### src/design/lrupr_pkg.sv
// ----------------------------------------------------------------------------
// lrupr_pkg
// Shared types and constants for the LRU page replacement core: beat
// payloads of the reference and result channels, and the lookup decision.
// ----------------------------------------------------------------------------
`default_nettype none

package lrupr_pkg;

    localparam int PAGE_W  = 16;
    localparam int FRAME_W = 3;
    localparam int MISS_W  = 32;
    localparam int CFG_W   = 4;

    localparam logic [CFG_W-1:0]  CFG_RESET = 4'd8;
    localparam logic [MISS_W-1:0] MISS_MAX  = '1;

    typedef struct packed {
        logic [PAGE_W-1:0] page_number;
        logic              start_of_string;
    } in_item_t;

    typedef struct packed {
        logic               hit;
        logic [FRAME_W-1:0] frame_used;
        logic [MISS_W-1:0]  miss_total;
    } out_item_t;

    typedef struct packed {
        logic               hit;
        logic [FRAME_W-1:0] frame;
    } lookup_t;

endpackage

`default_nettype wire

### src/design/lru_page_replacement_core.sv
// A reference beat passes the input stage and then the result register.
// Throughput: one reference per cycle while no result stall holds the input;
// each is looked up and retired in the single cycle it leaves the input stage.
// Reset: all frames empty, all ranks zero, miss count zero, frames_in_use 8,
// both stages empty. No clearing pass is needed.
// ----------------------------------------------------------------------------
// lru_page_replacement_core
// LRU page replacement over a small frame table, one page reference per beat,
// with an input stage, a frame table lookup and a result register.
// ----------------------------------------------------------------------------
`default_nettype none

module lru_page_replacement_core #(
    parameter int FRAMES    = 8,
    parameter int PAGE_BITS = 16
) (
    input  wire logic                         clk,
    input  wire logic                         rst_n,
    input  wire logic                         in_valid,
    output logic                              in_ready,
    input  lrupr_pkg::in_item_t               in_data,
    output logic                              out_valid,
    input  wire logic                         out_ready,
    output lrupr_pkg::out_item_t              out_data,
    input  wire logic                         cfg_valid,
    output logic                              cfg_ready,
    input  wire logic [lrupr_pkg::CFG_W-1:0]  cfg_data
);

    lrupr_pkg::in_item_t          in_data_reg;
    lrupr_pkg::in_item_t          in_data_next;
    logic                         in_vld_reg;
    logic                         in_vld_next;
    lrupr_pkg::out_item_t         out_data_reg;
    lrupr_pkg::out_item_t         out_data_next;
    logic                         out_vld_reg;
    logic                         out_vld_next;
    logic [lrupr_pkg::MISS_W-1:0] miss_reg;
    logic [lrupr_pkg::MISS_W-1:0] miss_next;
    logic [lrupr_pkg::CFG_W-1:0]  cfg_reg;
    logic [lrupr_pkg::CFG_W-1:0]  cfg_next;

    logic                         advance;
    logic                         in_take;
    logic [PAGE_BITS-1:0]         page;
    logic [lrupr_pkg::MISS_W-1:0] miss_base;
    lrupr_pkg::lookup_t           lookup;

    assign advance   = in_vld_reg & (~out_vld_reg | out_ready);
    assign in_ready  = ~in_vld_reg | advance;
    assign in_take   = in_valid & in_ready;
    assign cfg_ready = 1'b1;
    assign out_valid = out_vld_reg;
    assign out_data  = out_data_reg;
    assign page      = PAGE_BITS'(in_data_reg.page_number);

    lrupr_frames #(
        .FRAMES    (FRAMES),
        .PAGE_BITS (PAGE_BITS)
    ) u_frames (
        .clk           (clk),
        .rst_n         (rst_n),
        .upd           (advance),
        .start         (in_data_reg.start_of_string),
        .page          (page),
        .frames_in_use (cfg_reg),
        .lookup        (lookup)
    );

    always_comb
    begin
        miss_base = in_data_reg.start_of_string ? '0 : miss_reg;
        if (lookup.hit || (miss_base == lrupr_pkg::MISS_MAX))
        begin
            miss_next = miss_base;
        end
        else
        begin
            miss_next = miss_base + 1'b1;
        end
        if (!advance)
        begin
            miss_next = miss_reg;
        end
    end

    always_comb
    begin
        in_vld_next  = in_take | (in_vld_reg & ~advance);
        in_data_next = in_take ? in_data : in_data_reg;
        out_vld_next = advance | (out_vld_reg & ~out_ready);
        out_data_next = out_data_reg;
        if (advance)
        begin
            out_data_next.hit        = lookup.hit;
            out_data_next.frame_used = lookup.frame;
            out_data_next.miss_total = miss_next;
        end
        cfg_next = (cfg_valid && cfg_ready) ? cfg_data : cfg_reg;
    end

    always_ff @(posedge clk or negedge rst_n)
    begin
        if (!rst_n)
        begin
            in_vld_reg  <= 1'b0;
            out_vld_reg <= 1'b0;
            miss_reg    <= '0;
            cfg_reg     <= lrupr_pkg::CFG_RESET;
        end
        else
        begin
            in_vld_reg  <= in_vld_next;
            out_vld_reg <= out_vld_next;
            miss_reg    <= miss_next;
            cfg_reg     <= cfg_next;
        end
    end

    always_ff @(posedge clk)
    begin
        in_data_reg  <= in_data_next;
        out_data_reg <= out_data_next;
    end

endmodule

`default_nettype wire

### src/design/lrupr_frames.sv
// ----------------------------------------------------------------------------
// lrupr_frames
// Frame table: page tags, valid bits and recency ranks. Searches the active
// frames, picks the hit, empty or least recently used frame, and updates
// the ranks when the reference is retired.
// ----------------------------------------------------------------------------
`default_nettype none

module lrupr_frames #(
    parameter int FRAMES    = 8,
    parameter int PAGE_BITS = 16
) (
    input  wire logic                          clk,
    input  wire logic                          rst_n,
    input  wire logic                          upd,
    input  wire logic                          start,
    input  wire logic [PAGE_BITS-1:0]          page,
    input  wire logic [lrupr_pkg::CFG_W-1:0]   frames_in_use,
    output lrupr_pkg::lookup_t                 lookup
);

    localparam int IDX_W = (FRAMES > 1) ? $clog2(FRAMES) : 1;

    logic [PAGE_BITS-1:0] page_reg [FRAMES];
    logic [FRAMES-1:0]    valid_reg;
    logic [FRAMES-1:0]    valid_next;
    logic [IDX_W-1:0]     rank_reg  [FRAMES];
    logic [IDX_W-1:0]     rank_next [FRAMES];

    logic [FRAMES-1:0]          eff_valid;
    logic [IDX_W-1:0]           eff_rank [FRAMES];
    logic [lrupr_pkg::CFG_W-1:0] cnt_eff;
    logic [FRAMES-1:0]          active;
    logic [FRAMES-1:0]          match;
    logic [FRAMES-1:0]          empty;
    logic [FRAMES-1:0]          oldest;
    logic [IDX_W-1:0]           hit_idx;
    logic [IDX_W-1:0]           empty_idx;
    logic [IDX_W-1:0]           old_idx;
    logic [IDX_W-1:0]           chosen;
    logic                       hit;
    logic                       sel_valid;
    logic [IDX_W-1:0]           sel_rank;

    // Clear state ahead of a reference that opens a new string, and mark the active, matching and empty frames.
    always_comb
    begin
        cnt_eff = (frames_in_use == '0) ? lrupr_pkg::CFG_W'(1) : frames_in_use;
        for (int f = 0; f < FRAMES; f++)
        begin
            eff_valid[f] = start ? 1'b0 : valid_reg[f];
            eff_rank[f]  = start ? '0 : rank_reg[f];
            active[f]    = (f < int'(cnt_eff));
            match[f]     = active[f] & eff_valid[f] & (page_reg[f] == page);
            empty[f]     = active[f] & ~eff_valid[f];
        end
    end

    always_comb
    begin
        for (int f = 0; f < FRAMES; f++)
        begin
            oldest[f] = active[f];
            for (int g = 0; g < FRAMES; g++)
            begin
                if (g != f && active[g] && (eff_rank[g] > eff_rank[f]))
                begin
                    oldest[f] = 1'b0;
                end
            end
        end
    end

    // Pick the lowest-numbered frame of each kind; a hit wins over an empty frame, an empty frame over the oldest.
    always_comb
    begin
        hit_idx   = '0;
        empty_idx = '0;
        old_idx   = '0;
        for (int f = FRAMES - 1; f >= 0; f--)
        begin
            if (match[f])
            begin
                hit_idx = IDX_W'(f);
            end
            if (empty[f])
            begin
                empty_idx = IDX_W'(f);
            end
            if (oldest[f])
            begin
                old_idx = IDX_W'(f);
            end
        end
        hit = |match;
        if (hit)
        begin
            chosen = hit_idx;
        end
        else if (|empty)
        begin
            chosen = empty_idx;
        end
        else
        begin
            chosen = old_idx;
        end
        sel_valid = eff_valid[chosen];
        sel_rank  = eff_rank[chosen];
    end

    // Promote the chosen frame; age the frames that were more recent.
    always_comb
    begin
        for (int g = 0; g < FRAMES; g++)
        begin
            rank_next[g]  = eff_rank[g];
            valid_next[g] = eff_valid[g];
            if (IDX_W'(g) == chosen)
            begin
                rank_next[g]  = '0;
                valid_next[g] = 1'b1;
            end
            else if (eff_valid[g] && (!sel_valid || (eff_rank[g] < sel_rank)))
            begin
                rank_next[g] = eff_rank[g] + 1'b1;
            end
        end
    end

    assign lookup.hit   = hit;
    assign lookup.frame = lrupr_pkg::FRAME_W'(chosen);

    always_ff @(posedge clk or negedge rst_n)
    begin
        if (!rst_n)
        begin
            valid_reg <= '0;
            for (int g = 0; g < FRAMES; g++)
            begin
                rank_reg[g] <= '0;
            end
        end
        else if (upd)
        begin
            valid_reg <= valid_next;
            for (int g = 0; g < FRAMES; g++)
            begin
                rank_reg[g] <= rank_next[g];
            end
        end
    end

    // Load the page on a miss.
    always_ff @(posedge clk)
    begin
        if (upd && !hit)
        begin
            page_reg[chosen] <= page;
        end
    end

endmodule

`default_nettype wire

### config.mk
export PLATFORM = sky130hd
export DESIGN_NAME = lru_page_replacement_core
export DESIGN_NICKNAME = d
export VERILOG_FILES = /design/src/design/lrupr_pkg.sv /design/src/design/lru_page_replacement_core.sv /design/src/design/lrupr_frames.sv
export SDC_FILE = /design/constraint.sdc
export NUM_CORES = 1
export LEC_CHECK = 0
export ABC_AREA = 1
export BUFFER_PORTS_ARGS = -buffer_cell sky130_fd_sc_hd__buf_2
export CORE_MARGIN = 3
export CORE_UTILIZATION = 65
export DETAILED_ROUTE_END_ITERATION = 12
export GPL_TIMING_DRIVEN = 0
export PLACE_DENSITY = 0.79
export SLEW_MARGIN = 20
export SYNTH_ARGS = -nofsm -noshare
export SYNTH_HDL_FRONTEND = slang
export SYNTH_SLANG_ARGS = --single-unit
### constraint.sdc
create_clock -name clk -period 10.6 [get_ports clk]
set_input_delay 1.59 -clock clk [delete_from_list [all_inputs] [get_ports clk]]
set_output_delay 1.59 -clock clk [all_outputs]
set_load 0.02 [all_outputs]
---- Word level (Yosys, flattened, before mapping) ----
Memories as Yosys holds them, arrays and structs flattened.
Index checks and enable logic that the tools add are counted.
Widths: inputs -> output; s select.
cells by class
  add/sub/neg operators ................... 9
  magnitude comparators ................... 74
  equal/unequal tests ..................... 16
  mux-type cells .......................... 133
  bitwise logic cells ..................... 45
  reductions and logical operators ........ 80
operators by type and width
  operator               number
  $gt 3x3->1             56
  $mux 3                 52
  $eq 16x16->1           8
  $mux 32                3
  $mux 1                 75
  $logic_and 1x1->1      65
  $add 32x1->32 const B  1
  $eq 32x32->1 const B   1
  $and 1x1->1            28
  $add 3x1->3 const B    8
  $lt 3x3->1             8
  $lt 3x4->1 const A     4
  $reduce_or 8->1        2
  $eq 3x3->1 const A     4
  $not 1->1              12
  $bmux 3 s3             1
  $logic_or 1x1->1       9
  $lt 1x4->1 const A     2
  $lt 2x4->1 const A     2
  $eq 2x3->1 const A     2
  $ge 4x4->1 const B     1
  $logic_not 4->1        1
  $lt 3x4->1 const B     1
  $mux 4                 1
  other kinds (6)        10
word-level totals
  register bits ........................... 123
  memory bits (writable) .................. 128
  logic and storage cells ................. 376
  memories ................................ 1
memories
  name               words  bits a word  rd ports  clocked after memory_dff  write ports  RTL line            RTL
  u_frames.page_reg  8      16           8         0                         1            lrupr_frames.sv:24  logic [PAGE_BITS-1:0] page_reg [FRAMES];

---- Depth between registers and ports, before layout ----
Gate-level depths: netlist (run 1).
  depth in word-level cells ............... 30
  mapped depth ............................ 39
  mapped depth without buffers ............ 37

---- Modules after synthesis ----
A second synthesis (run 1) with hierarchy kept.
second synthesis, totals
  cells, all modules ...................... 2010
  area, all modules ....................... 16300.6 sq um
modules (own cells, without submodules)
  module                     instances  cells each  area each (sq um)  seq. area each (sq um)
  lrupr_frames               1          1558        11960.2            4644.5
  lru_page_replacement_core  1          452         4340.4             2543.7

---- Worst setup path before layout (run 1) ----
OpenSTA, ideal clock, no wires.
  path kind ............................... reg-to-reg
  start point ............................. reg in_data_reg[0] in the netlist's numbering
  end point ............................... reg u_frames.rank_reg[8] in the netlist's numbering
  arrival ................................. 4.601 ns
  setup slack ............................. 5.882 ns
  stages on the path, launching flop included .. 35
  buffers on the path ..................... 5
  clock period less this slack ............ 4.718 ns
  cell sequence ........................... edfxtp_1 > buf_6 > buf_6 > buf_6 > clkbuf_1 > nor2_1 > inv_1 > ha_1 > inv_1 > a31oi_1 > a21oi_1 > o21ai_0 > nor2_1 > nand2_1 > nor2_1 > nor2_1 > nand3_1 > nand2_1 > nand2_1 > nand2_1 > nand2_1 > clkbuf_1 > o21ai_0 > o31ai_1 > ha_1 > nand2_1 > inv_1 > nand2_1 > nand2_1 > nand2_1 > nand3_1 > nand2_1 > nand2_1 > nand2_1 > nand2_1
on the way
  longest elaborated chain between the ends .. 29
  elaborated cells on any way between the ends .. 258
  classes of those cells .................. add/sub: 1; order compare: 57; eq/ne: 1; mux: 105; bitwise: 33; reduce/logical: 61
ends and longest elaborated chain
  what                                       RTL line                          RTL
  start, declared                            lru_page_replacement_core.sv:30   lrupr_pkg::in_item_t in_data_reg;
  start signal, assigned                     lru_page_replacement_core.sv:122  in_data_reg <= in_data_next;
  $mux 3                                     lrupr_frames.sv:52                eff_rank[f] = start ? '0 : rank_reg[f];
  $gt 3x3->1                                 lrupr_frames.sv:66                if (g != f && active[g] && (eff_rank[g] > eff_rank[f]))
  $logic_and 1x1->1                          lrupr_frames.sv:66
  $mux 1 (7 in a row)                        lrupr_frames.sv:66
  $mux 3 (8 in a row)                        lrupr_frames.sv:90                if (oldest[f])
  $mux 3                                     lrupr_frames.sv:100               else if (|empty)
  $mux 3                                     lrupr_frames.sv:96                if (hit)
  $not 3->4 (not written as such)            lrupr_frames.sv:109               sel_rank = eff_rank[chosen];
  $bmux 3 s3                                 lrupr_frames.sv:109
  $mux 3 (not written as such) (2 in a row)  lrupr_frames.sv:109
  $lt 3x3->1                                 lrupr_frames.sv:124               else if (eff_valid[g] && (!sel_valid || (eff_rank[g] < sel_rank)))
  $logic_or 1x1->1                           lrupr_frames.sv:124
  $logic_and 1x1->1                          lrupr_frames.sv:124
  $mux 3                                     lrupr_frames.sv:124
  $mux 3 (*)                                 lrupr_frames.sv:119               if (IDX_W'(g) == chosen)
  end signal, assigned by index              lrupr_frames.sv:149               rank_reg[g] <= rank_next[g];
  end, declared                              lrupr_frames.sv:27                logic [IDX_W-1:0] rank_reg [FRAMES];
Every way passes the cells marked *; elsewhere a longest branch is shown, timed or not. The select of a mux whose other input is x is not followed.
A chain may end at the register's enable or synchronous reset.

---- Worst setup path after layout (run 1) ----
Ends and elaborated chain as after synthesis.

==> results.json, run 1 <==
{
  "status": "complete, no violations",
  "drt-total-wl_um": 44900,
  "ys.flop_type": "edfxtp_1",
  "vias_per_cell": 5.96,
  "clock.fmax_ghz": 0.147,
  "relSlewSlack_pct": 22.9,
  "cts-buffers-inserted": 27,
  "clkSinkCount": 251,
  "finalSetupViolCount": 0,
  "cp-end-kind": "flop",
  "tns_ns": 0,
  "async_flop_share_pct": 27.9,
  "ant_nets": 0,
  "grt_max_degree": 56,
  "fin_crit_sh_pct": 64.0,
  "power_density_mw_per_mm2": 167,
  "rsz0062_at_grt": "false",
  "startpoint_type": "flop",
  "fp.dieW_um": 158,
  "tightest_slew_ns": 1.15,
  "portBuffers": 63,
  "post-dp-hpwl_um": 32000,
  "place_congestion": 1.02,
  "die_h_um": 158,
  "root_buffer": "clkbuf_16",
  "clk_pin_slew_ns": 0.07,
  "syn_nets": 1874,
  "slowest_stage": "a31oi_1",
  "grt_pass1_wl_um": 68600,
  "dp_cells": 2126,
  "layout.cells.non_filler": 2176,
  "post-cts-setup-buffers": 0,
  "fin_crit_ns": 6.78,
  "row_count": 54,
  "synth_edf_count": 181,
  "final_layout_size_suffix_gt1_share_pct": 13.8,
  "clock_latency_ns": 0.56,
  "hold_path_class": "reg2reg",
  "grt-ovfl-total": 0,
  "dr.pass1.iters": 5,
  "drc": 0,
  "ys_seq_area_share_pct": 48.0,
  "syn_avg_cell_area_um2": 8.45,
  "synthTopCellsByArea": "edfxtp_1 (36%), dfrtp_1 (12%), nand2_1 (11%), ha_1 (6.3%), inv_1 (5.9%)",
  "pin_count": 65,
  "first_iter_violations": 1368,
  "maxCapViolCount": 0,
  "fin_nets": 1976,
  "required_ns": 11.05,
  "grt_pass1_vias": 12600,
  "static-leakage-power_nw": 7.65,
  "cts_buffer_depth": 3,
  "h-tree-depth": 1,
  "cpPeakStageDelay_ns": 0.81,
  "die_area_mm2": 0.0249,
  "area_delta_synth_final_pct": 12.1,
  "ys_warn_count": 0,
  "largest_register_ffs": 128,
  "cts_resized": 0,
  "post_drt_wl_per_cell_um": 20.6,
  "syn-instance-count": 1773,
  "grt_usage_pct": 36.5,
  "vias": 13000,
  "cp_data_arrival_time_ns": 7.23,
  "hold_buffers": 0,
  "antenna_found_initial": 0,
  "core_area_mm2": 0.0222,
  "path_class": "reg2reg",
  "irDropWorstVdd_mv": 0.186,
  "synth_area_mm2": 0.0150,
  "synth-seq-cells": 251,
  "cp_common_cell": "nand2_1",
  "synthDistinctLibCells": 49,
  "cts_tree": "built",
  "n_antenna_cell": 0,
  "final.setup_skew_ns": 0.0124,
  "synth_top_area_share_pct": 36.3,
  "cp_max_fo": 10,
  "hold_viol": 0,
  "yosysTopAreaCell": "edfxtp_1",
  "start_util_pct": 67.4,
  "slew_violations": 0,
  "p_total_mw": 2.81
}
-- power by group --
group          internal [mW]  total (mW)  switching, mW  leakage (nW)
clock                  0.609        1.01          0.406         0.463
sequential              1.12        1.16         0.0402          2.63
combinational          0.199       0.637          0.437          4.56
-- worst max-delay path: cells and delay by family (launching register included) --
family | cells | cell delay, ns
AND/OR/NAND/NOR | 25 | 3.09
buffers and inverters | 6 | 1.29
AO/OA/AOI/OAI | 4 | 1.19
adder cells (fa/ha/maj) | 2 | 0.67
flip-flops | 1 | 0.41
-- routing by layer --
metal | vias to the layer above | track usage, % | wire length, um
li1 | 6031 | - | -
met1 | 6003 | 44.9 | 16700
met2 | 721 | 60.7 | 20900
met3 | 208 | 5.90 | 3890
met4 | 0 | 22.4 | 3350
met5 | - | 0 | 0
-- cells in the mapped netlist, drive strengths merged (2+ instances only) --
cell type	instances
edfxtp	181
inv	255
xor2	49
a31oi	7
nand2	469
o22ai	7
dfrtp	69
ha	75
a21oi	34
clkinv	2
nand3	135
and3	3
nor3	27
nand4	47
nand3b	12
a211oi	2
buf	23
xnor2	22
a21boi	3
o2111ai	6
nor4	15
o211ai	3
nor2	211
clkbuf	11
or2	39
o21ai	61
-- layout by cell type, fill, tap and decap left out, types with 26 or more instances in the layout --
cell         n
xor2_1      49
dfrtp_1     69
ha_1        75
inv_1      235
nand4_1     47
buf_2       77
or2_2       32
o21ai_0     41
edfxtp_1   181
clkbuf_16   27
a21oi_1     31
nor2_1     179
nand3_1    130
nand2_1    444
nor3_1      26
-- cell families (layout without fill, tap and decap cells) --
family | Yosys count | in the layout | synth area share [%]
AOI/OAI and AO/OA | 125 | 125 | 4.77
buffers and inverters | 291 | 414 | 7.78
DFF | 251 | 251 | 48.0
xor gates and xnor gates | 71 | 71 | 4.15
and+or+nand+nor | 959 | 959 | 29.0
adders and majority gates | 75 | 75 | 6.26
other | 1 | 1 | 0.0250
-- path summary, 6_finish.rpt --
| kind | end | slack, ns | from | cells after the start |
|---|---|---|---|---|
| max reg2reg | u_frames.rank_reg[8]$_DFFE_PN0P_ | 3.82 | in_data_reg[0]$_DFFE_PP_ | 37 |
| min in group asynchronous | cfg_reg[1]$_DFFE_PN0P_ | 0.92 | rst_n | 1 |
| min | u_frames.rank_reg[14]$_DFFE_PN0P_ | 0.48 | u_frames.rank_reg[14]$_DFFE_PN0P_ | 2 |
| max | u_frames.rank_reg[8]$_DFFE_PN0P_ | 3.82 | in_data_reg[0]$_DFFE_PP_ | 37 |
| max in group asynchronous | miss_reg[0]$_DFF_PN0_ | 9.09 | rst_n | 2 |
| min reg2reg | u_frames.rank_reg[14]$_DFFE_PN0P_ | 0.48 | u_frames.rank_reg[14]$_DFFE_PN0P_ | 2 |
-- final cells by class --
class,instances,area (um2)
plain buffers,34,200
inverters,257,967
well taps,280,350
repair buffers,73,482
clock buffers,35,726
multi-input cells,1231,6650
flip-flops and latches,251,7190
clock inverters,15,223
fillers,1603,5440
-- per-stage QoR --
stage	cell area [um2]	utilization [%]	hold slack [ns]	setup WS, ns
global placement	15600	70.4	0.465	3.86
CTS	16800	75.5	0.485	3.93
detailed placement	15800	71.3	0.469	3.98
global route	16800	75.5	0.498	3.46
finish	16800	75.5	0.484	3.82
floorplan	15000	-	0.449	5.88
Power figures use the tool's default switching activity.
==> run 2, diff against run 1 <==
- CORE_UTILIZATION: 65 -> 63
- PLACE_DENSITY: 0.79 -> 0.77
- clock period: 10.6 -> 6.8 ns (I/O delays scaled with it)
==> results.json, run 2 (synthesized netlist as in run 1, its figures left out) <==
{
  "fin_crit_sh_pct": 95.7,
  "ant_nets": 0,
  "grt_usage_pct": 33.8,
  "cp_max_fo": 10,
  "tns_ns": 0,
  "die_area_mm2": 0.0257,
  "post_drt_wl_per_cell_um": 20.0,
  "path_buf_inv": 8,
  "portBuffers": 63,
  "cp-end-kind": "flop",
  "irDropWorstVdd_mv": 0.271,
  "maxCapViolCount": 0,
  "static-leakage-power_nw": 7.63,
  "power_density_mw_per_mm2": 255,
  "n_antenna_cell": 0,
  "cts-buffers-inserted": 27,
  "pin_count": 65,
  "drc": 0,
  "hold_buffers": 0,
  "p_total_mw": 4.28,
  "clk_pin_slew_ns": 0.06,
  "grt_pass1_vias": 12500,
  "grt_max_degree": 54,
  "clock_latency_ns": 0.55,
  "clkSinkCount": 251,
  "root_buffer": "clkbuf_16",
  "vias": 13000,
  "die_h_um": 160,
  "finalSetupViolCount": 0,
  "first_iter_violations": 1673,
  "required_ns": 7.23,
  "grt_pass1_wl_um": 67500,
  "place_congestion": 1.07,
  "hold_viol": 0,
  "final_common_cell": "nand2_1",
  "slew_violations": 0,
  "relSlewSlack_pct": 34.4,
  "final_layout_size_suffix_gt1_share_pct": 13.8,
  "post-dp-hpwl_um": 32600,
  "fp.dieW_um": 160,
  "slowest_stage": "o31ai_2",
  "post-cts-setup-buffers": 0,
  "pre_cts_ws_ns": 0.432,
  "critPathTopFamily": "simple AND/OR/NAND/NOR gates",
  "drt-total-wl_um": 44200,
  "area_delta_synth_final_pct": 12.1,
  "path_class": "reg2reg",
  "fin_ws_ns": 0.296,
  "clock.fmax_ghz": 0.154,
  "startpoint_type": "flop",
  "antenna_found_initial": 0,
  "cp_common_cell": "nand2_1",
  "vias_per_cell": 5.88,
  "largest_register_ffs": 128,
  "dr.pass1.iters": 6,
  "fin_crit_ns": 6.50,
  "tightest_slew_ns": 0.980,
  "final_cell_mix": "nand2_1 (444), inv_1 (235), edfxtp_1 (181), nor2_1 (177), nand3_1 (130)",
  "fin_nets": 1976,
  "cts_buffer_depth": 3,
  "start_util_pct": 65.2,
  "cts_tree": "built",
  "rsz0062_at_grt": "false",
  "cts_resized": 0,
  "h-tree-depth": 1,
  "row_count": 55,
  "cp_data_arrival_time_ns": 6.93,
  "final.setup_skew_ns": 0.0112,
  "hold_path_class": "in2async",
  "core_area_mm2": 0.0230,
  "grt-ovfl-total": 0,
  "cpPeakStageDelay_ns": 0.82,
  "status": "complete, no violations"
}
-- run 2: worst register-to-register path, delay by kind of cell (launching register included) --
| kind | cells | cell delay (ns) |
|---|---|---|
| fa+ha+maj | 2 | 0.74 |
| buf+inv | 8 | 1.76 |
| flops | 1 | 0.38 |
| simple gates | 21 | 2.51 |
| compound gates | 2 | 1.01 |
-- run 2: path summary, 6_finish.rpt --
path	from	depth (start not counted)	end	slack (ns)
worst max-delay path	in_data_reg[0]$_DFFE_PP_	33	u_frames.rank_reg[5]$_DFFE_PN0P_	0.30
max in group asynchronous	rst_n	2	cfg_reg[3]$_DFFE_PN1P_	5.84
worst max register to register	in_data_reg[0]$_DFFE_PP_	33	u_frames.rank_reg[5]$_DFFE_PN0P_	0.30
worst min register to register	u_frames.rank_reg[14]$_DFFE_PN0P_	2	u_frames.rank_reg[14]$_DFFE_PN0P_	0.49
worst min-delay path	rst_n	1	u_frames.rank_reg[20]$_DFFE_PN0P_	0.35
min in group clk	u_frames.rank_reg[14]$_DFFE_PN0P_	2	u_frames.rank_reg[14]$_DFFE_PN0P_	0.49
-- run 2: final cells by class --
class	count	area, um2
Clock buffer	41	779
Buffer	34	200
Multi-Input combinational cell	1231	6660
Sequential cell	251	7190
Timing Repair Buffer	73	489
Tap cell	313	392
Fill cell	1744	6190
Clock inverter	9	120
Inverter	257	967
-- run 2: power breakdown --
group,internal [mW],switching [mW],total [mW]
Sequential,1.74,0.0606,1.80
Combinational,0.312,0.684,0.996
Clock,0.873,0.608,1.48
Total,2.93,1.35,4.28
-- run 2: metal layers --
metal	global-route usage, %	wire length (um)	up-vias
met5	0	0	-
met4	19.8	2840	0
met3	4.31	3930	186
met2	55.7	20800	748
met1	43.2	16700	6029
li1	-	-	6025
-- run 2: per-stage QoR --
stage / cell area (um2) / instances / hold WS, ns / utilization, %
final: 16800 / 2209 / 0.351 / 73.1
after global routing: 16800 / 2209 / 0.364 / 73.1
after CTS: 16800 / 2209 / 0.346 / 73.0
after detailed placement: 15900 / 2159 / 0.465 / 69.1
after global placement: 15700 / 2149 / 0.462 / 68.3
after floorplan: 15000 / 1773 / 0.449 / -
